==> src/rtl/core/bb3_pkg.sv <==
`default_nettype none
// ----------------------------------------------------------------------------
// bb3_pkg
// Shared types, widths and arithmetic helpers for the 3x3 rgb box blur.
// ----------------------------------------------------------------------------
package bb3_pkg;

  localparam int CH_W      = 16;   // one color channel
  localparam int VSUM_W    = 18;   // sum of up to three channel values
  localparam int HSUM_W    = 20;   // sum of up to nine channel values
  localparam int POS_W     = 10;   // row / column field on the output
  localparam int CFG_W     = 11;   // image_size register
  localparam int OUT_W     = 72;   // output tdata, padded to bytes
  localparam int REC_SHIFT = 24;
  localparam int REC_W     = 22;
  localparam int PROD_W    = HSUM_W + REC_W;

  localparam logic [CFG_W-1:0] CFG_RESET = 11'd512;
  // ceil(2^24 / d), exact for every sum up to 9 * 65535
  localparam logic [REC_W-1:0] REC_DIV6 = 22'd2796203;
  localparam logic [REC_W-1:0] REC_DIV9 = 22'd1864136;

  typedef struct packed {
    logic [CH_W-1:0] blue;
    logic [CH_W-1:0] green;
    logic [CH_W-1:0] red;
  } pix_t;

  typedef struct packed {
    logic [VSUM_W-1:0] blue;
    logic [VSUM_W-1:0] green;
    logic [VSUM_W-1:0] red;
  } vsum_t;

  typedef struct packed {
    logic [HSUM_W-1:0] blue;
    logic [HSUM_W-1:0] green;
    logic [HSUM_W-1:0] red;
  } hsum_t;

  typedef enum logic [1:0] {
    AREA_4,
    AREA_6,
    AREA_9
  } area_t;

  // position flags of one input pixel
  typedef struct packed {
    logic has_out;
    logic last_row;
    logic last_col;
    logic top_clip;
    logic left_clip;
  } win_flags_t;

  // control that travels with one result
  typedef struct packed {
    area_t           area;
    logic [POS_W-1:0] row;
    logic [POS_W-1:0] col;
    logic            last;
    logic            eof;
  } res_ctl_t;

  function automatic vsum_t pix_pair_sum(pix_t a, pix_t b);
    vsum_t s;
    s.red   = VSUM_W'(a.red)   + VSUM_W'(b.red);
    s.green = VSUM_W'(a.green) + VSUM_W'(b.green);
    s.blue  = VSUM_W'(a.blue)  + VSUM_W'(b.blue);
    return s;
  endfunction

  function automatic vsum_t vsum_pix_add(vsum_t a, pix_t b);
    vsum_t s;
    s.red   = a.red   + VSUM_W'(b.red);
    s.green = a.green + VSUM_W'(b.green);
    s.blue  = a.blue  + VSUM_W'(b.blue);
    return s;
  endfunction

  function automatic hsum_t hsum_of(vsum_t a, vsum_t b, vsum_t c, logic use_c);
    hsum_t s;
    vsum_t cc;
    cc = use_c ? c : '0;
    s.red   = HSUM_W'(a.red)   + HSUM_W'(b.red)   + HSUM_W'(cc.red);
    s.green = HSUM_W'(a.green) + HSUM_W'(b.green) + HSUM_W'(cc.green);
    s.blue  = HSUM_W'(a.blue)  + HSUM_W'(b.blue)  + HSUM_W'(cc.blue);
    return s;
  endfunction

  // truncated mean: shift for four, reciprocal multiply for six and nine
  function automatic logic [CH_W-1:0] area_mean(logic [HSUM_W-1:0] s, area_t a);
    logic [PROD_W-1:0] prod;
    logic [CH_W-1:0]   m;
    prod = '0;
    unique case (a)
      AREA_4: begin
        m = s[2 +: CH_W];
      end
      AREA_6: begin
        prod = PROD_W'(s) * PROD_W'(REC_DIV6);
        m    = prod[REC_SHIFT +: CH_W];
      end
      AREA_9: begin
        prod = PROD_W'(s) * PROD_W'(REC_DIV9);
        m    = prod[REC_SHIFT +: CH_W];
      end
      default: begin
        m = '0;
      end
    endcase
    return m;
  endfunction

endpackage
`default_nettype wire

==> src/rtl/core/bb3_emitter.sv <==
`default_nettype none
// ----------------------------------------------------------------------------
// bb3_emitter
// Walks the one to four results of a window and adds the column sums.
// ----------------------------------------------------------------------------
module bb3_emitter #(
  parameter int CNT_W = 10
) (
  input  wire                   clk,
  input  wire                   rst,
  input  wire                   job_valid,
  output logic                  job_done,
  input  bb3_pkg::vsum_t        job_top [3],
  input  bb3_pkg::vsum_t        job_bot [3],
  input  bb3_pkg::win_flags_t   job_flags,
  input  wire  [CNT_W-1:0]      job_row,
  input  wire  [CNT_W-1:0]      job_col,
  output logic                  res_valid,
  input  wire                   res_ready,
  output bb3_pkg::hsum_t        res_sum,
  output bb3_pkg::res_ctl_t     res_ctl
);

  // result order: above row, last row, then the same two for the last column
  logic [3:0] present;
  logic [3:0] done;
  logic [3:0] remaining;
  logic [3:0] cur;
  logic       emit;
  logic       final_res;
  logic       use_bot;
  logic       right_edge;
  logic       narrow;
  logic       rows3;
  logic       cols3;

  logic [CNT_W-1:0]       row_sel;
  logic [CNT_W-1:0]       col_sel;
  logic [CNT_W+bb3_pkg::POS_W-1:0] row_ext;
  logic [CNT_W+bb3_pkg::POS_W-1:0] col_ext;
  bb3_pkg::vsum_t         vs [3];
  bb3_pkg::hsum_t         sum_next;
  bb3_pkg::res_ctl_t      ctl_next;

  always_comb begin
    present   = {job_flags.last_row && job_flags.last_col, job_flags.last_col,
                 job_flags.last_row, 1'b1};
    remaining = present & ~done;
    cur       = remaining & (~remaining + 4'd1);
    final_res = (remaining & ~cur) == 4'd0;
    emit      = job_valid && (!res_valid || res_ready);
    job_done  = emit && final_res;

    use_bot    = cur[1] || cur[3];
    right_edge = cur[2] || cur[3];
    narrow     = right_edge || job_flags.left_clip;
    rows3      = !use_bot && !job_flags.top_clip;
    cols3      = !narrow;

    for (int k = 0; k < 3; k++) begin
      vs[k] = use_bot ? job_bot[k] : job_top[k];
    end
    sum_next = bb3_pkg::hsum_of(vs[2], vs[1], vs[0], cols3);

    row_sel = use_bot ? job_row : job_row - CNT_W'(1);
    col_sel = right_edge ? job_col : job_col - CNT_W'(1);
    row_ext = {{bb3_pkg::POS_W{1'b0}}, row_sel};
    col_ext = {{bb3_pkg::POS_W{1'b0}}, col_sel};

    if (rows3 && cols3) begin
      ctl_next.area = bb3_pkg::AREA_9;
    end else if (!rows3 && !cols3) begin
      ctl_next.area = bb3_pkg::AREA_4;
    end else begin
      ctl_next.area = bb3_pkg::AREA_6;
    end
    ctl_next.row  = row_ext[bb3_pkg::POS_W-1:0];
    ctl_next.col  = col_ext[bb3_pkg::POS_W-1:0];
    ctl_next.last = final_res;
    ctl_next.eof  = cur[3];
  end

  always_ff @(posedge clk) begin
    if (rst) begin
      done      <= 4'd0;
      res_valid <= 1'b0;
    end else begin
      if (job_done) begin
        done <= 4'd0;
      end else if (emit) begin
        done <= done | cur;
      end
      if (emit) begin
        res_valid <= 1'b1;
      end else if (res_ready) begin
        res_valid <= 1'b0;
      end
    end
  end

  always_ff @(posedge clk) begin
    if (emit) begin
      res_sum <= sum_next;
      res_ctl <= ctl_next;
    end
  end

endmodule
`default_nettype wire

==> config.mk <==
export PLATFORM = sky130hd
export DESIGN_NAME = bb3_emitter
export DESIGN_NICKNAME = d
export VERILOG_FILES = /design/src/rtl/core/bb3_pkg.sv /design/src/rtl/core/bb3_emitter.sv
export SDC_FILE = /design/constraint.sdc
export NUM_CORES = 1
export LEC_CHECK = 0
export BUFFER_PORTS_ARGS = -buffer_cell sky130_fd_sc_hd__buf_2
export CORE_AREA = 3 3 169 171
export CTS_CLUSTER_SIZE = 12
export DETAILED_ROUTE_END_ITERATION = 8
export DIE_AREA = 0 0 172 174
export GPL_TIMING_DRIVEN = 1
export SLEW_MARGIN = 10
export SYNTH_ARGS = -nofsm -noshare
export SYNTH_HDL_FRONTEND = slang
export SYNTH_SLANG_ARGS = --single-unit
==> constraint.sdc <==
create_clock -name clk -period 6.1 [get_ports clk]
set_input_delay 1.22 -clock clk [delete_from_list [all_inputs] [get_ports clk]]
set_output_delay 1.22 -clock clk [all_outputs]
set_load 0.01 [all_outputs]
==> flow_summary.ini <==
[timing]
slew_headroom_pct = 37.7
drv_slew = 0
finClkSkew_ps = 14.9
period_needed_ps = 5150
finalHoldViolations = 0
finalSetupViolCount = 0
fin_ws_ps = 955
rsz0062_at_grt = false
worst_hold_slack_ps = 525
finalCritPeriodShare_pct = 84.3
worst_slew_pin_slew_ps = 934
fmax_mhz = 194
tns_ps = 0

[clock_network]
ctsResizeCount = 0
tritoncts = yes
clock_latency_ps = 350
cts_setup_buffers = 0
clockBufferDepth = 2
numClockSinks = 89
cts-root-buf = clkbuf_16
cts_hold_buffers = 0
clk_pin_slew_ps = 80
cts_buffers = 9
cts_max_level = 3

[global_routing]
grt_pass1_wl_mm = 42.8
grt_max_degree = 66
gr-total-overflow = 0
antenna_found_initial = 1
first_global_vias = 8457
grt_usage_pct = 18.0

[layout]
drive_above_1_share_pct = 33.1
fillers = 2752
final_cell_mix = buf_2, nand2_1, inv_1
syn_to_final_growth_pct = 32.2
fin_cells = 1796
fin_nets = 1913
layout_commonest_cell = buf_2
antenna_cells = 0

[die]
core_mm2 = 0.0270
initial_core_util_pct = 33.5
die_h_um = 174
io_pins = 439
die_area_mm2 = 0.0299
die_w_um = 172
rows = 60

[synth]
ys_seq_area_share_pct = 28.9
ys_seq_elements = 89
synth_warnings = 0
async_reset_ff_share_pct = 0
synth.distinct_cells = 55
synth_area_per_cell_um2 = 8.83
syn-cell-area_mm2 = 0.00906
synth_cells = 1027
synth_edf_count = 84
synthFlopType = edfxtp_1
syn-num-nets = 1490

[route]
drt-pass1-iter-count = 5
wl_per_cell_um = 15.8
dr.first_iter.drc_count = 420
routed_wl_mm = 28.4
top_layer = met4
route.detailed.drc = 0
wl_met1_mm = 11.5
dr_wl_met2_mm = 14.0
ant_nets = 0
viasPerCell = 4.80
vias = 8622
dr_wl_met3_mm = 2.33

[pwr]
ir_drop_mv = 0.100
finalPower_w = 0.00301
p_leak_nw = 6.26
p_per_area_mw_per_mm2 = 251

[status]
status = finished, final reports clean

[worst_setup_path]
arrival_ps = 5350
timing.critical_path.from_type = input port
endpoint_kind = flip-flop
worst-setup-path-type = in2reg
path_max_fanout = 37
cp.required_ps = 6310

[place]
preCtsSetupSlack_ps = 561
detailed_place_hpwl_mm = 23.6
gp_congestion = 0.886
port_buffers = 437
dp.cells = 1780

[run]
cap_violations = 0

[hold_path]
hp-class = reg2reg
==> cell families (layout without fill, tap and decap cells) <==
group,Yosys count,in the layout,synth area share (%)
simple gates,365,365,17.0
compound gates,143,143,10.3
buf+inv,158,586,6.76
flops,89,89,28.9
mux,102,102,11.3
fa+ha+maj,110,110,19.9
xor+xnor,60,60,5.80
==> critical path, stage by stage <==
cell and delay, ps:
buf_2 130, nand2b_1 90, or2_2 330, a21oi_4 220
buf_12 250, mux2i_1 320, fa_1 450, inv_1 60
ha_1 180, inv_1 70, fa_1 470, nor2b_1 180
o31ai_1 110, a21oi_1 370, a31oi_1 230, or3b_2 500
a21oi_1 130
==> power breakdown <==
part | switching [W] | leakage (nW) | internal, W | total, W
Sequential | 0.0000355 | 0.856 | 0.000878 | 0.000914
Combinational | 0.000861 | 5.25 | 0.000657 | 0.00152
Clock | 0.000286 | 0.150 | 0.000293 | 0.000578
==> state kept, by name, indices dropped and copies added (netlist names) <==
signal	count
res_valid	1
done	4
res_ctl	24
res_sum	60
==> stage by stage <==
stage / util, % / instance area [um2]
finish: 44.3 / 12000
detailed placement: 43.2 / 11700
floorplan: - / 9060
CTS: 44.3 / 12000
global route: 44.3 / 12000
global placement: 43.2 / 11700
==> per-layer routing <==
metal / global-route usage [%] / vias to the layer above
met5: 0 / -
met4: 4.29 / 0
met3: 3.98 / 23
met2: 32.3 / 324
met1: 21.8 / 3949
li1: - / 4326
==> final cells by class <==
class | count | area (um2) | area share (%)
Multi-Input combinational cell | 780 | 5860 | 48.9
Sequential cell | 89 | 2620 | 21.9
Timing Repair Buffer | 452 | 2320 | 19.4
Inverter | 118 | 443 | 3.70
Tap cell | 341 | 427 | 3.56
Clock buffer | 9 | 225 | 1.88
Clock inverter | 7 | 81.3 | 0.679
==> synth_stat cells, drive strengths merged (3+ instances only) <==
cell    count  share of area (%)
a211oi     10               0.83
a21o       13                1.1
a21oi      44                2.4
a31oi       8               0.55
a41oi       3               0.29
and2        3               0.21
and3        8               0.55
buf        12               0.72
clkbuf     28                1.2
dfxtp       5                1.1
edfxtp     84                 28
fa         57                 13
ha         53                7.3
inv       118                4.9
mux2i     102                 11
nand2     254                 11
nand2b      5               0.35
nand3       9               0.50
nand4       5               0.35
nor2       36                1.5
nor2b       7               0.48
nor3       19                1.1
nor4        4               0.28
o211ai      8               0.66
o21a        6               0.50
o21ai      24                1.3
o21bai      4               0.33
o311ai      3               0.29
or2         3               0.21
or3         5               0.35
or4         3               0.29
xnor2      36                3.5
xor2       24                2.3
==> path summary, 6_finish.rpt <==
kind / from / endpoint / slack (ps) / cells past startpoint
worst max-delay path: job_flags[2] / res_sum[39] / 950 / 17
worst min-delay path: res_valid / res_valid / 530 / 2
worst max register to register: done[2] / res_sum[39] / 1540 / 16
worst min register to register: res_valid / res_valid / 530 / 2
Note: power is estimated with default switching activity, not from simulation.
