File: src/rtl/core/bb3_pkg.sv
`default_nettype none
// ----------------------------------------------------------------------------
// bb3_pkg
// Shared types, widths and arithmetic helpers for the 3x3 rgb box blur.
// ----------------------------------------------------------------------------
package bb3_pkg;

  localparam int CH_W      = 16;   // one color channel
  localparam int VSUM_W    = 18;   // sum of up to three channel values
  localparam int HSUM_W    = 20;   // sum of up to nine channel values
  localparam int POS_W     = 10;   // row / column field on the output
  localparam int CFG_W     = 11;   // image_size register
  localparam int OUT_W     = 72;   // output tdata, padded to bytes
  localparam int REC_SHIFT = 24;
  localparam int REC_W     = 22;
  localparam int PROD_W    = HSUM_W + REC_W;

  localparam logic [CFG_W-1:0] CFG_RESET = 11'd512;
  // ceil(2^24 / d), exact for every sum up to 9 * 65535
  localparam logic [REC_W-1:0] REC_DIV6 = 22'd2796203;
  localparam logic [REC_W-1:0] REC_DIV9 = 22'd1864136;

  typedef struct packed {
    logic [CH_W-1:0] blue;
    logic [CH_W-1:0] green;
    logic [CH_W-1:0] red;
  } pix_t;

  typedef struct packed {
    logic [VSUM_W-1:0] blue;
    logic [VSUM_W-1:0] green;
    logic [VSUM_W-1:0] red;
  } vsum_t;

  typedef struct packed {
    logic [HSUM_W-1:0] blue;
    logic [HSUM_W-1:0] green;
    logic [HSUM_W-1:0] red;
  } hsum_t;

  typedef enum logic [1:0] {
    AREA_4,
    AREA_6,
    AREA_9
  } area_t;

  // position flags of one input pixel
  typedef struct packed {
    logic has_out;
    logic last_row;
    logic last_col;
    logic top_clip;
    logic left_clip;
  } win_flags_t;

  // control that travels with one result
  typedef struct packed {
    area_t           area;
    logic [POS_W-1:0] row;
    logic [POS_W-1:0] col;
    logic            last;
    logic            eof;
  } res_ctl_t;

  function automatic vsum_t pix_pair_sum(pix_t a, pix_t b);
    vsum_t s;
    s.red   = VSUM_W'(a.red)   + VSUM_W'(b.red);
    s.green = VSUM_W'(a.green) + VSUM_W'(b.green);
    s.blue  = VSUM_W'(a.blue)  + VSUM_W'(b.blue);
    return s;
  endfunction

  function automatic vsum_t vsum_pix_add(vsum_t a, pix_t b);
    vsum_t s;
    s.red   = a.red   + VSUM_W'(b.red);
    s.green = a.green + VSUM_W'(b.green);
    s.blue  = a.blue  + VSUM_W'(b.blue);
    return s;
  endfunction

  function automatic hsum_t hsum_of(vsum_t a, vsum_t b, vsum_t c, logic use_c);
    hsum_t s;
    vsum_t cc;
    cc = use_c ? c : '0;
    s.red   = HSUM_W'(a.red)   + HSUM_W'(b.red)   + HSUM_W'(cc.red);
    s.green = HSUM_W'(a.green) + HSUM_W'(b.green) + HSUM_W'(cc.green);
    s.blue  = HSUM_W'(a.blue)  + HSUM_W'(b.blue)  + HSUM_W'(cc.blue);
    return s;
  endfunction

  // truncated mean: shift for four, reciprocal multiply for six and nine
  function automatic logic [CH_W-1:0] area_mean(logic [HSUM_W-1:0] s, area_t a);
    logic [PROD_W-1:0] prod;
    logic [CH_W-1:0]   m;
    prod = '0;
    unique case (a)
      AREA_4: begin
        m = s[2 +: CH_W];
      end
      AREA_6: begin
        prod = PROD_W'(s) * PROD_W'(REC_DIV6);
        m    = prod[REC_SHIFT +: CH_W];
      end
      AREA_9: begin
        prod = PROD_W'(s) * PROD_W'(REC_DIV9);
        m    = prod[REC_SHIFT +: CH_W];
      end
      default: begin
        m = '0;
      end
    endcase
    return m;
  endfunction

endpackage
`default_nettype wire

File: src/rtl/core/bb3_divider.sv
`default_nettype none
// ----------------------------------------------------------------------------
// bb3_divider
// Output register: divides each channel sum by the window area.
// ----------------------------------------------------------------------------
module bb3_divider (
  input  wire                          clk,
  input  wire                          rst,
  input  wire                          res_valid,
  output logic                         res_ready,
  input  bb3_pkg::hsum_t               res_sum,
  input  bb3_pkg::res_ctl_t            res_ctl,
  output logic                         m_tvalid,
  input  wire                          m_tready,
  output logic [bb3_pkg::OUT_W-1:0]    m_tdata,
  output logic                         m_tlast,
  output logic                         m_tuser
);

  localparam int PAD_W = bb3_pkg::OUT_W - 3 * bb3_pkg::CH_W - 2 * bb3_pkg::POS_W;

  logic                    load;
  logic [bb3_pkg::CH_W-1:0] mean_red;
  logic [bb3_pkg::CH_W-1:0] mean_green;
  logic [bb3_pkg::CH_W-1:0] mean_blue;

  assign res_ready = !m_tvalid || m_tready;
  assign load      = res_valid && res_ready;

  always_comb begin
    mean_red   = bb3_pkg::area_mean(res_sum.red,   res_ctl.area);
    mean_green = bb3_pkg::area_mean(res_sum.green, res_ctl.area);
    mean_blue  = bb3_pkg::area_mean(res_sum.blue,  res_ctl.area);
  end

  always_ff @(posedge clk) begin
    if (rst) begin
      m_tvalid <= 1'b0;
    end else begin
      if (load) begin
        m_tvalid <= 1'b1;
      end else if (m_tready) begin
        m_tvalid <= 1'b0;
      end
    end
  end

  always_ff @(posedge clk) begin
    if (load) begin
      m_tdata <= {{PAD_W{1'b0}}, res_ctl.col, res_ctl.row,
                  mean_blue, mean_green, mean_red};
      m_tlast <= res_ctl.last;
      m_tuser <= res_ctl.eof;
    end
  end

endmodule
`default_nettype wire

File: config.mk
export PLATFORM = sky130hd
export DESIGN_NAME = bb3_divider
export DESIGN_NICKNAME = d
export VERILOG_FILES = /design/src/rtl/core/bb3_pkg.sv /design/src/rtl/core/bb3_divider.sv
export SDC_FILE = /design/constraint.sdc
export NUM_CORES = 2
export LEC_CHECK = 0
export BUFFER_PORTS_ARGS = -buffer_cell sky130_fd_sc_hd__buf_4
export CAP_MARGIN = 20
export CORE_MARGIN = 4
export CORE_UTILIZATION = 40
export CTS_CLUSTER_SIZE = 14
export DETAILED_ROUTE_END_ITERATION = 16
export HOLD_SLACK_MARGIN = 0.02
export PLACE_DENSITY_LB_ADDON = 0.1
export SYNTH_ARGS = -nofsm -noshare
export SYNTH_HDL_FRONTEND = slang
export SYNTH_SLANG_ARGS = --single-unit
File: constraint.sdc
create_clock -name clk -period 7.94 [get_ports clk]
set_clock_uncertainty 0.1 [all_clocks]
set_input_delay 0.397 -clock clk [delete_from_list [all_inputs] [get_ports clk]]
set_output_delay 0.397 -clock clk [all_outputs]
set_load 0.05 [all_outputs]
==> impl.org <==
** Status
- Run status :: completed

** Route
- Via/cell ratio :: 4.91
- The routed design has 91400 microns of wire.
- Post-DRT Antenna Nets :: 0
- In the routed design, unresolved DRC markers number 0.
- First-iteration detailed-routing DRC count :: 935
- WL/cell :: 19.6 microns
- Via count of the routed design :: 22900
- Detailed Routing Iterations Pass 1 :: 5

** CTS
- In this run, post-CTS repair resized a total of 0 instances.
- Clock tree from TritonCTS :: built
- Count of clock tree sinks :: 71
- Counting along the longest clock path gives a buffer depth of 2.
- In this run, post-CTS hold repair placed 0 buffers.
- For the worst-skew pair, the clock arrives at the later sink with an insertion delay of 390 ps.
- After clock tree synthesis, the clock-pin slew on the worst setup and hold paths is 90 ps.
- Clock tree synthesis inserted a total of 9 buffers.
- Level count of the clock H-tree :: 3
- Setup bufs post-CTS :: 0
- Buffer cell driving the clock tree root :: sky130_fd_sc_hd__clkbuf_16

** Setup path
- CP Capture Type :: flop
- Together, buffers and inverters on the worst path number 7.
- Arrival time reported for the critical path endpoint :: 7090 ps
- Flop2flop setup slack :: 5900 ps
- Largest stage delay on the critical path :: 510 ps
- Startpoint type of the worst setup path :: input port
- Data required time of the critical path :: 8010 ps
- The cell family contributing the most delay on the critical path is adder cells.
- Maximum fanout along the worst path :: 8
- The slowest stage of the critical path is the sky130_fd_sc_hd__fa_1 cell.
- The worst setup path is of the input port to flop kind.

** Synthesis
- Synthesized instance count :: 3356
- Area leader, netlist :: sky130_fd_sc_hd__fa_1
- Dominant synthesized flop cell :: sky130_fd_sc_hd__edfxtp_1
- In this run, synthesis inferred 70 flip-flops with an integrated enable.
- Sorting the synthesized cells by area gives the leading types as sky130_fd_sc_hd__fa_1 (36%), sky130_fd_sc_hd__ha_1 (32%), sky130_fd_sc_hd__inv_1 (10%), sky130_fd_sc_hd__edfxtp_1 (6.1%), sky130_fd_sc_hd__xnor2_1 (2.0%).
- Total of warnings raised by yosys :: 0
- Of the post-synthesis cell area, the dominant cell type holds 0.356.
- Register bit count reported by yosys :: 71
- In the synthesized netlist the async set-or-reset flop fraction comes to 0.
- Synthesized cell area :: 34400 sq um
- Mapped Avg Cell Area :: 10.3 sq um
- For this run, the register share of the synthesized area comes to 0.0617.
- Yosys mapped the design onto 74 distinct sky130hd cell types.

** Global route
- Entering global routing, the biggest net connects 62 pins.
- Initial antenna violation count :: 0
- Global routing finished with a remaining overflow of 0.
- The first global-routing pass estimated 146000 microns of wire.
- Vias in the first global route :: 25500
- Tot GR Track Use :: 0.212

** Floorplan
- The floorplan step set the die height to 301 microns.
- DIE AREA :: 90800 sq um
- The floorplan step set the die width to 301 microns.
- Number of standard-cell rows in the floorplan :: 107
- The total area inside the core boundary comes to 85300 sq um.
- Number of I/O pins :: 164
- Starting density of the core :: 0.404

** Cells and area
- Ratio of cells with drive above 1 in the final layout :: 0.0574
- In the layout the commonest cells are sky130_fd_sc_hd__inv_1 (935), sky130_fd_sc_hd__ha_1 (888), sky130_fd_sc_hd__fa_1 (612).
- Layout fillers :: 8350
- The library cell used most frequently in the layout, excluding fill and tap cells, is sky130_fd_sc_hd__inv_1.
- Growth of design area from synthesis to finish :: 8.56%
- Total inserted antenna cells :: 0
- Count of nets after finishing :: 5105

** Placement
- Detailed placement ended at an HPWL of 82000 microns.
- Global placement routability congestion :: 0.852
- Port Buf Inserts :: 159

** Timing
- Based on the critical path, the design can be clocked at up to 0.142 GHz.
- Worst slew slack as a fraction of its limit :: 0.311
- Setup violations remaining at the end of the flow were counted as 0.
- Unrepaired setup endpoints after global routing :: false
- The final max-slew violation count was 0.
- Final min period :: 7030 ps
- Dividing the final minimum period by the clock period gives 0.885.
- Setup total negative slack on the finished layout was measured at 0 ps.
- Slew at the pin with the worst max-slew slack :: 1030 ps
- The count of final hold-check violations came to 0.

** Min path
- The path class of the tightest hold or removal check is input port to flop.

** Flow run
- Across the run, the number of max-cap violations was 0.
==> sequential cells by signal, indices dropped and copies added, names as in the netlist <==
| register | flops |
|---|---|
| m_tuser | 1 |
| m_tdata | 68 |
| m_tvalid | 1 |
| m_tlast | 1 |
==> path summary, 6_finish.rpt <==
kind,startpoint,end,cells past startpoint
max,res_sum[14],m_tdata[14],25
min,rst,m_tvalid,2
max reg2reg,m_tvalid,m_tdata[45],3
min reg2reg,m_tvalid,m_tvalid,2
==> final cells by class <==
cell class / count / area, sq um / area share
inverter: 936 / 3510 / 0.0940
clock buffer: 9 / 225 / 0.00603
timing repair buffer: 168 / 1260 / 0.0338
tap: 1144 / 1430 / 0.0383
clock inverter: 7 / 104 / 0.00278
sequential: 71 / 2120 / 0.0568
multi-input combinational: 2331 / 28700 / 0.768
==> routing by layer <==
| layer | up-vias | GRT usage | part of all wire |
|---|---|---|---|
| met1 | 11300 | 0.303 | 0.49 |
| met2 | 358 | 0.344 | 0.45 |
| met3 | 65 | 0.0341 | 0.043 |
| li1 | 11200 | - | - |
| met4 | 0 | 0.0364 | 0.017 |
| met5 | - | 0 | 0 |
==> cell usage after synthesis, types with 4 or more instances <==
library cell	instances
sky130_fd_sc_hd__a211oi_1	17
sky130_fd_sc_hd__a21o_1	57
sky130_fd_sc_hd__a21oi_1	128
sky130_fd_sc_hd__a221o_1	6
sky130_fd_sc_hd__a221oi_1	7
sky130_fd_sc_hd__a22oi_1	7
sky130_fd_sc_hd__a31oi_1	19
sky130_fd_sc_hd__and2_1	7
sky130_fd_sc_hd__and3_1	13
sky130_fd_sc_hd__buf_4	4
sky130_fd_sc_hd__clkbuf_1	14
sky130_fd_sc_hd__edfxtp_1	70
sky130_fd_sc_hd__fa_1	612
sky130_fd_sc_hd__ha_1	888
sky130_fd_sc_hd__inv_1	935
sky130_fd_sc_hd__mux2i_1	18
sky130_fd_sc_hd__nand2_1	61
sky130_fd_sc_hd__nand2b_1	16
sky130_fd_sc_hd__nand3_1	27
sky130_fd_sc_hd__nand3b_1	4
sky130_fd_sc_hd__nand4_1	26
sky130_fd_sc_hd__nor2_1	54
sky130_fd_sc_hd__nor2b_1	19
sky130_fd_sc_hd__nor3_1	17
sky130_fd_sc_hd__nor3b_1	5
sky130_fd_sc_hd__nor4_1	5
sky130_fd_sc_hd__o211ai_1	6
sky130_fd_sc_hd__o21a_1	19
sky130_fd_sc_hd__o21ai_0	66
sky130_fd_sc_hd__o21ai_1	7
sky130_fd_sc_hd__o21bai_1	17
sky130_fd_sc_hd__o221ai_1	5
sky130_fd_sc_hd__o22ai_1	17
sky130_fd_sc_hd__o31ai_1	7
sky130_fd_sc_hd__xnor2_1	78
sky130_fd_sc_hd__xor2_1	28
==> per-stage QoR <==
stage / setup WS, ps / util / cells / hold slack, ps / cell area, sq um
floorplan: 1400 / - / 3359 / 366 / 34400
global placement: 663 / 0.434 / 4650 / 426 / 37000
detailed placement: 524 / 0.434 / 4650 / 436 / 37000
CTS: 948 / 0.438 / 4666 / 24.0 / 37400
global route: 622 / 0.438 / 4666 / 39.0 / 37400
finish: 914 / 0.438 / 4666 / 51.3 / 37400
==> logic make-up after synthesis <==
kind of cell             after synthesis  synth area share
AO/OA/AOI/OAI                        431            0.0820
XOR/XNOR                             106            0.0270
adder cells (fa/ha/maj)             1500             0.679
buffers and inverters                957             0.105
flip-flops                            71            0.0617
multiplexers                          19           0.00556
other                                  1          0.000109
AND/OR/NAND/NOR                      271            0.0401
==> worst register-to-register path, stage by stage (launching register included) <==
cell and delay [ps]:
sky130_fd_sc_hd__dfxtp_1 310, sky130_fd_sc_hd__nand2b_1 110, sky130_fd_sc_hd__and2_4 260, sky130_fd_sc_hd__buf_4 800
Power is not shown: default switching activity piles up to over one toggle a cycle in this logic, so the estimate is an artifact.
