### src/rtl/core/bb3_pkg.sv
`default_nettype none
// ----------------------------------------------------------------------------
// bb3_pkg
// Shared types, widths and arithmetic helpers for the 3x3 rgb box blur.
// ----------------------------------------------------------------------------
package bb3_pkg;

  localparam int CH_W      = 16;   // one color channel
  localparam int VSUM_W    = 18;   // sum of up to three channel values
  localparam int HSUM_W    = 20;   // sum of up to nine channel values
  localparam int POS_W     = 10;   // row / column field on the output
  localparam int CFG_W     = 11;   // image_size register
  localparam int OUT_W     = 72;   // output tdata, padded to bytes
  localparam int REC_SHIFT = 24;
  localparam int REC_W     = 22;
  localparam int PROD_W    = HSUM_W + REC_W;

  localparam logic [CFG_W-1:0] CFG_RESET = 11'd512;
  // ceil(2^24 / d), exact for every sum up to 9 * 65535
  localparam logic [REC_W-1:0] REC_DIV6 = 22'd2796203;
  localparam logic [REC_W-1:0] REC_DIV9 = 22'd1864136;

  typedef struct packed {
    logic [CH_W-1:0] blue;
    logic [CH_W-1:0] green;
    logic [CH_W-1:0] red;
  } pix_t;

  typedef struct packed {
    logic [VSUM_W-1:0] blue;
    logic [VSUM_W-1:0] green;
    logic [VSUM_W-1:0] red;
  } vsum_t;

  typedef struct packed {
    logic [HSUM_W-1:0] blue;
    logic [HSUM_W-1:0] green;
    logic [HSUM_W-1:0] red;
  } hsum_t;

  typedef enum logic [1:0] {
    AREA_4,
    AREA_6,
    AREA_9
  } area_t;

  // position flags of one input pixel
  typedef struct packed {
    logic has_out;
    logic last_row;
    logic last_col;
    logic top_clip;
    logic left_clip;
  } win_flags_t;

  // control that travels with one result
  typedef struct packed {
    area_t           area;
    logic [POS_W-1:0] row;
    logic [POS_W-1:0] col;
    logic            last;
    logic            eof;
  } res_ctl_t;

  function automatic vsum_t pix_pair_sum(pix_t a, pix_t b);
    vsum_t s;
    s.red   = VSUM_W'(a.red)   + VSUM_W'(b.red);
    s.green = VSUM_W'(a.green) + VSUM_W'(b.green);
    s.blue  = VSUM_W'(a.blue)  + VSUM_W'(b.blue);
    return s;
  endfunction

  function automatic vsum_t vsum_pix_add(vsum_t a, pix_t b);
    vsum_t s;
    s.red   = a.red   + VSUM_W'(b.red);
    s.green = a.green + VSUM_W'(b.green);
    s.blue  = a.blue  + VSUM_W'(b.blue);
    return s;
  endfunction

  function automatic hsum_t hsum_of(vsum_t a, vsum_t b, vsum_t c, logic use_c);
    hsum_t s;
    vsum_t cc;
    cc = use_c ? c : '0;
    s.red   = HSUM_W'(a.red)   + HSUM_W'(b.red)   + HSUM_W'(cc.red);
    s.green = HSUM_W'(a.green) + HSUM_W'(b.green) + HSUM_W'(cc.green);
    s.blue  = HSUM_W'(a.blue)  + HSUM_W'(b.blue)  + HSUM_W'(cc.blue);
    return s;
  endfunction

  // truncated mean: shift for four, reciprocal multiply for six and nine
  function automatic logic [CH_W-1:0] area_mean(logic [HSUM_W-1:0] s, area_t a);
    logic [PROD_W-1:0] prod;
    logic [CH_W-1:0]   m;
    prod = '0;
    unique case (a)
      AREA_4: begin
        m = s[2 +: CH_W];
      end
      AREA_6: begin
        prod = PROD_W'(s) * PROD_W'(REC_DIV6);
        m    = prod[REC_SHIFT +: CH_W];
      end
      AREA_9: begin
        prod = PROD_W'(s) * PROD_W'(REC_DIV9);
        m    = prod[REC_SHIFT +: CH_W];
      end
      default: begin
        m = '0;
      end
    endcase
    return m;
  endfunction

endpackage
`default_nettype wire

### src/rtl/core/bb3_window.sv
`default_nettype none
// ----------------------------------------------------------------------------
// bb3_window
// Read stage and 3x3 window: writes the rows back and forms column sums.
// ----------------------------------------------------------------------------
module bb3_window #(
  parameter int CNT_W = 10
) (
  input  wire                   clk,
  input  wire                   rst,
  // accepted pixel, row store read issued in the same cycle
  input  wire                   accept,
  input  bb3_pkg::pix_t         pix,
  input  wire  [CNT_W-1:0]      row,
  input  wire  [CNT_W-1:0]      col,
  input  bb3_pkg::win_flags_t   flags,
  output logic                  ready,
  // row store
  input  bb3_pkg::pix_t         rd_older,
  input  bb3_pkg::pix_t         rd_recent,
  output logic                  wr_en,
  output logic [CNT_W-1:0]      wr_addr,
  output bb3_pkg::pix_t         wr_older,
  output bb3_pkg::pix_t         wr_recent,
  // column sums of one window
  output logic                  job_valid,
  input  wire                   job_done,
  output bb3_pkg::vsum_t        job_top [3],
  output bb3_pkg::vsum_t        job_bot [3],
  output bb3_pkg::win_flags_t   job_flags,
  output logic [CNT_W-1:0]      job_row,
  output logic [CNT_W-1:0]      job_col
);

  logic                s1_valid;
  bb3_pkg::pix_t       s1_pix;
  logic [CNT_W-1:0]    s1_row;
  logic [CNT_W-1:0]    s1_col;
  bb3_pkg::win_flags_t s1_flags;
  logic                s1_adv;
  logic                job_load;

  // previous two columns, indexed by row (0 = two above, 2 = current)
  bb3_pkg::pix_t win1 [3];
  bb3_pkg::pix_t win2 [3];

  bb3_pkg::pix_t  cur_col [3];
  bb3_pkg::pix_t  grid    [3][3];   // [column][row]
  bb3_pkg::vsum_t top_next [3];
  bb3_pkg::vsum_t bot_next [3];

  // items with no result do not need the job slot
  assign s1_adv   = s1_valid && (!s1_flags.has_out || !job_valid || job_done);
  assign ready    = !s1_valid || s1_adv;
  // only items with a result take the job slot, a pending job stays put
  assign job_load = s1_adv && s1_flags.has_out;

  always_comb begin
    cur_col[0] = rd_older;
    cur_col[1] = rd_recent;
    cur_col[2] = s1_pix;
    for (int ri = 0; ri < 3; ri++) begin
      grid[0][ri] = win2[ri];
      grid[1][ri] = win1[ri];
      grid[2][ri] = cur_col[ri];
    end
    for (int k = 0; k < 3; k++) begin
      bot_next[k] = bb3_pkg::pix_pair_sum(grid[k][1], grid[k][2]);
      top_next[k] = s1_flags.top_clip ? bot_next[k]
                                      : bb3_pkg::vsum_pix_add(bot_next[k], grid[k][0]);
    end
  end

  // write back: the row above moves down, the new pixel becomes the row above
  assign wr_en     = s1_adv;
  assign wr_addr   = s1_col;
  assign wr_older  = rd_recent;
  assign wr_recent = s1_pix;

  always_ff @(posedge clk) begin
    if (rst) begin
      s1_valid  <= 1'b0;
      job_valid <= 1'b0;
    end else begin
      if (accept) begin
        s1_valid <= 1'b1;
      end else if (s1_adv) begin
        s1_valid <= 1'b0;
      end
      if (job_load) begin
        job_valid <= 1'b1;
      end else if (job_done) begin
        job_valid <= 1'b0;
      end
    end
  end

  always_ff @(posedge clk) begin
    if (accept) begin
      s1_pix   <= pix;
      s1_row   <= row;
      s1_col   <= col;
      s1_flags <= flags;
    end
    if (s1_adv) begin
      for (int ri = 0; ri < 3; ri++) begin
        win2[ri] <= win1[ri];
        win1[ri] <= cur_col[ri];
      end
    end
    if (job_load) begin
      for (int k = 0; k < 3; k++) begin
        job_top[k] <= top_next[k];
        job_bot[k] <= bot_next[k];
      end
      job_flags <= s1_flags;
      job_row   <= s1_row;
      job_col   <= s1_col;
    end
  end

endmodule
`default_nettype wire

### config.mk
export PLATFORM = sky130hd
export DESIGN_NAME = bb3_window
export DESIGN_NICKNAME = d
export VERILOG_FILES = /design/src/rtl/core/bb3_pkg.sv /design/src/rtl/core/bb3_window.sv
export SDC_FILE = /design/constraint.sdc
export NUM_CORES = 1
export LEC_CHECK = 0
export BUFFER_PORTS_ARGS = -buffer_cell sky130_fd_sc_hd__buf_2
export CAP_MARGIN = 20
export CORE_UTILIZATION = 45
export CTS_CLUSTER_SIZE = 12
export DETAILED_ROUTE_END_ITERATION = 10
export PLACE_DENSITY = 0.69
export SYNTH_ARGS = -nofsm -noshare
export SYNTH_HDL_FRONTEND = slang
export SYNTH_SLANG_ARGS = --single-unit
export TNS_END_PERCENT = 1
### constraint.sdc
create_clock -name clk -period 55.3 [get_ports clk]
set_clock_uncertainty 0.15 [all_clocks]
set_input_delay 11.06 -clock clk [delete_from_list [all_inputs] [get_ports clk]]
set_output_delay 11.06 -clock clk [all_outputs]
set_load 0.01 [all_outputs]
==> metrics.md <==
| Metric | Value |
|---|---|
| PortBufs | 621 |
| FF-to-FF setup slack | 50.25 ns |
| Final Cycle Share | 0.434 |
| Final slew viol count | 0 |
| CP Launch Type | primary input |
| Commonest cells after routing, fill and taps aside | edfxtp_1, buf_2, ha_1, a21oi_1, nand2_1 |
| R2r worst-path depth | 18 |
| Via/cell ratio | 5.45 |
| Site Rows | 102 |
| Crit-path max FO | 31 |
| Register area | 21100 sq um |
| Setup crit start | job_done |
| Worst-Margin Slew | 1.02 ns |
| #FFs+latches synth | 703 |
| Clk_lat worst skew | 0.64 ns |
| Critical path arrival | 12.78 ns |
| First-pass GRT wire length | 141000 microns |
| Gate power share | 0.234 |
| WL/cell | 21.7 microns |
| P_int | 1060 uW |
| TNS Setup | 0 ns |
| Crit path kind | primary input to output pin |
| Final setup fails | 0 |
| Seq pwr share | 0.431 |
| GRT Overall Usage | 0.232 |
| Routability cong. | 0.945 |
| Critical Path Most Common Cell | buf_2 |
| DRT Wirelength | 95400 microns |
| Initial antenna violation count | 2 |
| Maximum vdd ir drop | 0.0000267 V |
| Fin util | 0.536 |
| Die X | 284 microns |
| Dominant synthesized flop cell | edfxtp_1 |
| Worst reg2reg path endpoint | job_top[51] |
| Mapped Cells | 2714 |
| Period minus WS final | 23.99 ns |
| First drt pass iteration count | 6 |
| Mapped Area | 35700 sq um |
| Area of the multi-input gates | 13500 sq um |
| Largest stage delay, worst path | 0.81 ns |
| # nets final | 3788 |
| P_leak | 0.0167 uW |
| GR Overflow Total | 0 |
| Initial core utilization | 0.457 |
| Largest net degree at the start of global routing | 159 |
| Status | complete, no violations |
| IO Count | 631 |
| Register area share after synthesis | 0.591 |
| Clk pwr share | 0.335 |
| NetSw | 448 uW |
| Biggest area consumer among synthesized cells | edfxtp_1 |
| CP endpoint | wr_en |
| Max H-tree Level | 3 |
| Synth cell types | 84 |
| DP Wirelength | 72800 microns |
| Longest Clk Path Bufs | 3 |
| Critical path capture point type | output pin |
| Commonest non-fill, non-tap cell in the layout | edfxtp_1 |
| Slowest stage cell on the critical path | a21boi_4 |
| Hold Violations, Final | 0 |
| Routed Antenna Nets | 0 |
| Fmax | 41.7 MHz |
| DRT iter0 DRCs | 1636 |
| TritonCTS clock tree | built |
| Die ar. | 80400 sq um |
| Vias in the first global route | 24200 |
| Top cells by area, synth | edfxtp_1, ha_1, xnor2_1 |
| EDFF count, synth | 701 |
| Worst slew margin | 0.316 |
| CTS Buf Count | 80 |
| RR Startpoint | wr_recent[32] |
| Switch share | 0.297 |
| Area growth syn-to-layout | 17.3% |
| Hold Crit Class | flop to flop |
| Yosys top cell area share | 0.590 |
| CTS Hold Bufs | 0 |
| Fillers | 6583 |
| Post-CTS Setup Bufs | 0 |
| Clock-pin slew on the worst setup and hold paths | 0.06 ns |
| MaxCap Viol Count | 0 |
| Clk root buf | clkbuf_16 |
| RSZ-0062 raised after global routing | no |
| Syn. warnings | 0 |
| Critical Path RT | 44.09 ns |
| Die Ht | 284 microns |
| Total power | 1510 uW |
| Crit-path cells | buf_2 > nor2b_1 > a21boi_4 > buf_4 > buf_2 |
| Post-Syn Area per Cell | 13.1 sq um |
| Layout cell share with drive strength beyond 1 | 0.243 |
| Cell area power density | 36.1 nW/um^2 |
| Asr flop ratio synth | 0 |
| Post-CTS sizing | 0 |
| DRC viols | 0 |
| Core box area | 78000 sq um |
| Vias | 24000 |
| Clock sinks | 703 |
==> power groups by stage <==
| stage | Sequential [uW] | Clock (uW) | Combinational (uW) |
|---|---|---|---|
| after detailed placement | 660 | 0 | 352 |
| after global placement | 660 | 0 | 347 |
| after global routing | 652 | 533 | 390 |
| after CTS | 650 | 517 | 354 |
| after floorplan | 676 | 0 | 246 |
| final | 649 | 506 | 353 |
==> metal layers <==
metal / routed length [microns] / track usage / vias up / part of all wire
met5: 0 / 0 / - / 0
met4: 3580 / 0.0876 / 0 / 0.037
met3: 7080 / 0.0541 / 196 / 0.074
met2: 49900 / 0.434 / 842 / 0.52
met1: 34900 / 0.252 / 11500 / 0.37
li1: - / - / 11400 / -
==> cell families (layout without fill, tap and decap cells) <==
| logic type | Yosys count | after routing | synth area share |
|---|---|---|---|
| other | 1 | 11 | 0.000105 |
| adder cells (fa/ha/maj) | 314 | 314 | 0.114 |
| AND/OR/NAND/NOR | 558 | 558 | 0.0720 |
| multiplexers | 43 | 43 | 0.0135 |
| buffers and inverters | 187 | 829 | 0.0307 |
| AO/OA/AOI/OAI | 679 | 679 | 0.122 |
| flip-flops | 703 | 703 | 0.591 |
| XOR/XNOR | 229 | 229 | 0.0562 |
==> registers in the layout, indices dropped and copies added, names as in the netlist <==
name,flops
s1_row,10
wr_addr,10
win1,144
s1_valid,1
s1_flags,5
win2,144
wr_recent,48
job_bot,153
job_col,10
job_top,162
job_flags,5
job_row,10
job_valid,1
==> per-stage QoR <==
| step | instances | instance area (sq um) | hold WS, ns | worst slack (ns) |
|---|---|---|---|---|
| 6_report | 4406 | 41800 | 0.267 | 31.31 |
| 5_1_grt | 4405 | 41800 | 0.270 | 31.16 |
| 4_1_cts | 4404 | 41800 | 0.268 | 31.28 |
| 3_5_place_dp | 4259 | 39300 | 0.255 | 31.28 |
| 3_3_place_gp | 4259 | 39300 | 0.251 | 31.33 |
| 2_1_floorplan | 2722 | 35700 | 0.250 | 12.04 |
==> final cells by class <==
| class | count | area share |
|---|---|---|
| flip-flops and latches | 703 | 0.504 |
| well taps | 1040 | 0.0311 |
| clock inverters | 48 | 0.00990 |
| multi-input cells | 1832 | 0.324 |
| repair buffers | 636 | 0.0774 |
| diodes | 2 | 0.000120 |
| clock buffers | 97 | 0.0494 |
| inverters | 48 | 0.00437 |
==> Yosys cell counts, types with 13 or more instances <==
cell type / instances
xnor2_1: 122
o21bai_1: 13
o211ai_1: 24
a21oi_1: 197
nand2_1: 176
a211oi_1: 39
o21ai_0: 153
nor2_1: 171
inv_1: 47
edfxtp_1: 701
clkbuf_1: 26
o31ai_1: 19
xor2_1: 107
or3_1: 13
nand3_1: 45
fa_1: 18
ha_1: 296
buf_4: 105
and3_1: 23
o21a_1: 27
a31oi_1: 23
nor3_1: 35
a21o_1: 77
nand2b_1: 23
nor2b_1: 22
mux2_2: 38
==> worst max-delay path: cells and delay by family <==
| family | cells | cell delay (ns) |
|---|---|---|
| and+or+nand+nor | 1 | 0.10 |
| AOI/OAI and AO/OA | 1 | 0.81 |
| buffers and inverters | 3 | 0.77 |
==> worst min-delay path by stage <==
stage                           start            to  slack (ns)  depth (start not counted)
after floorplan           s1_flags[0]  job_flags[0]        0.25                          0
after global placement      s1_row[4]    job_row[4]        0.25                          0
after detailed placement    s1_row[6]    job_row[6]        0.26                          0
after CTS                   s1_row[6]    job_row[6]        0.27                          0
after global routing        s1_row[6]    job_row[6]        0.27                          0
final                       s1_row[9]    job_row[9]        0.27                          0
Power figures use the tool's default switching activity.
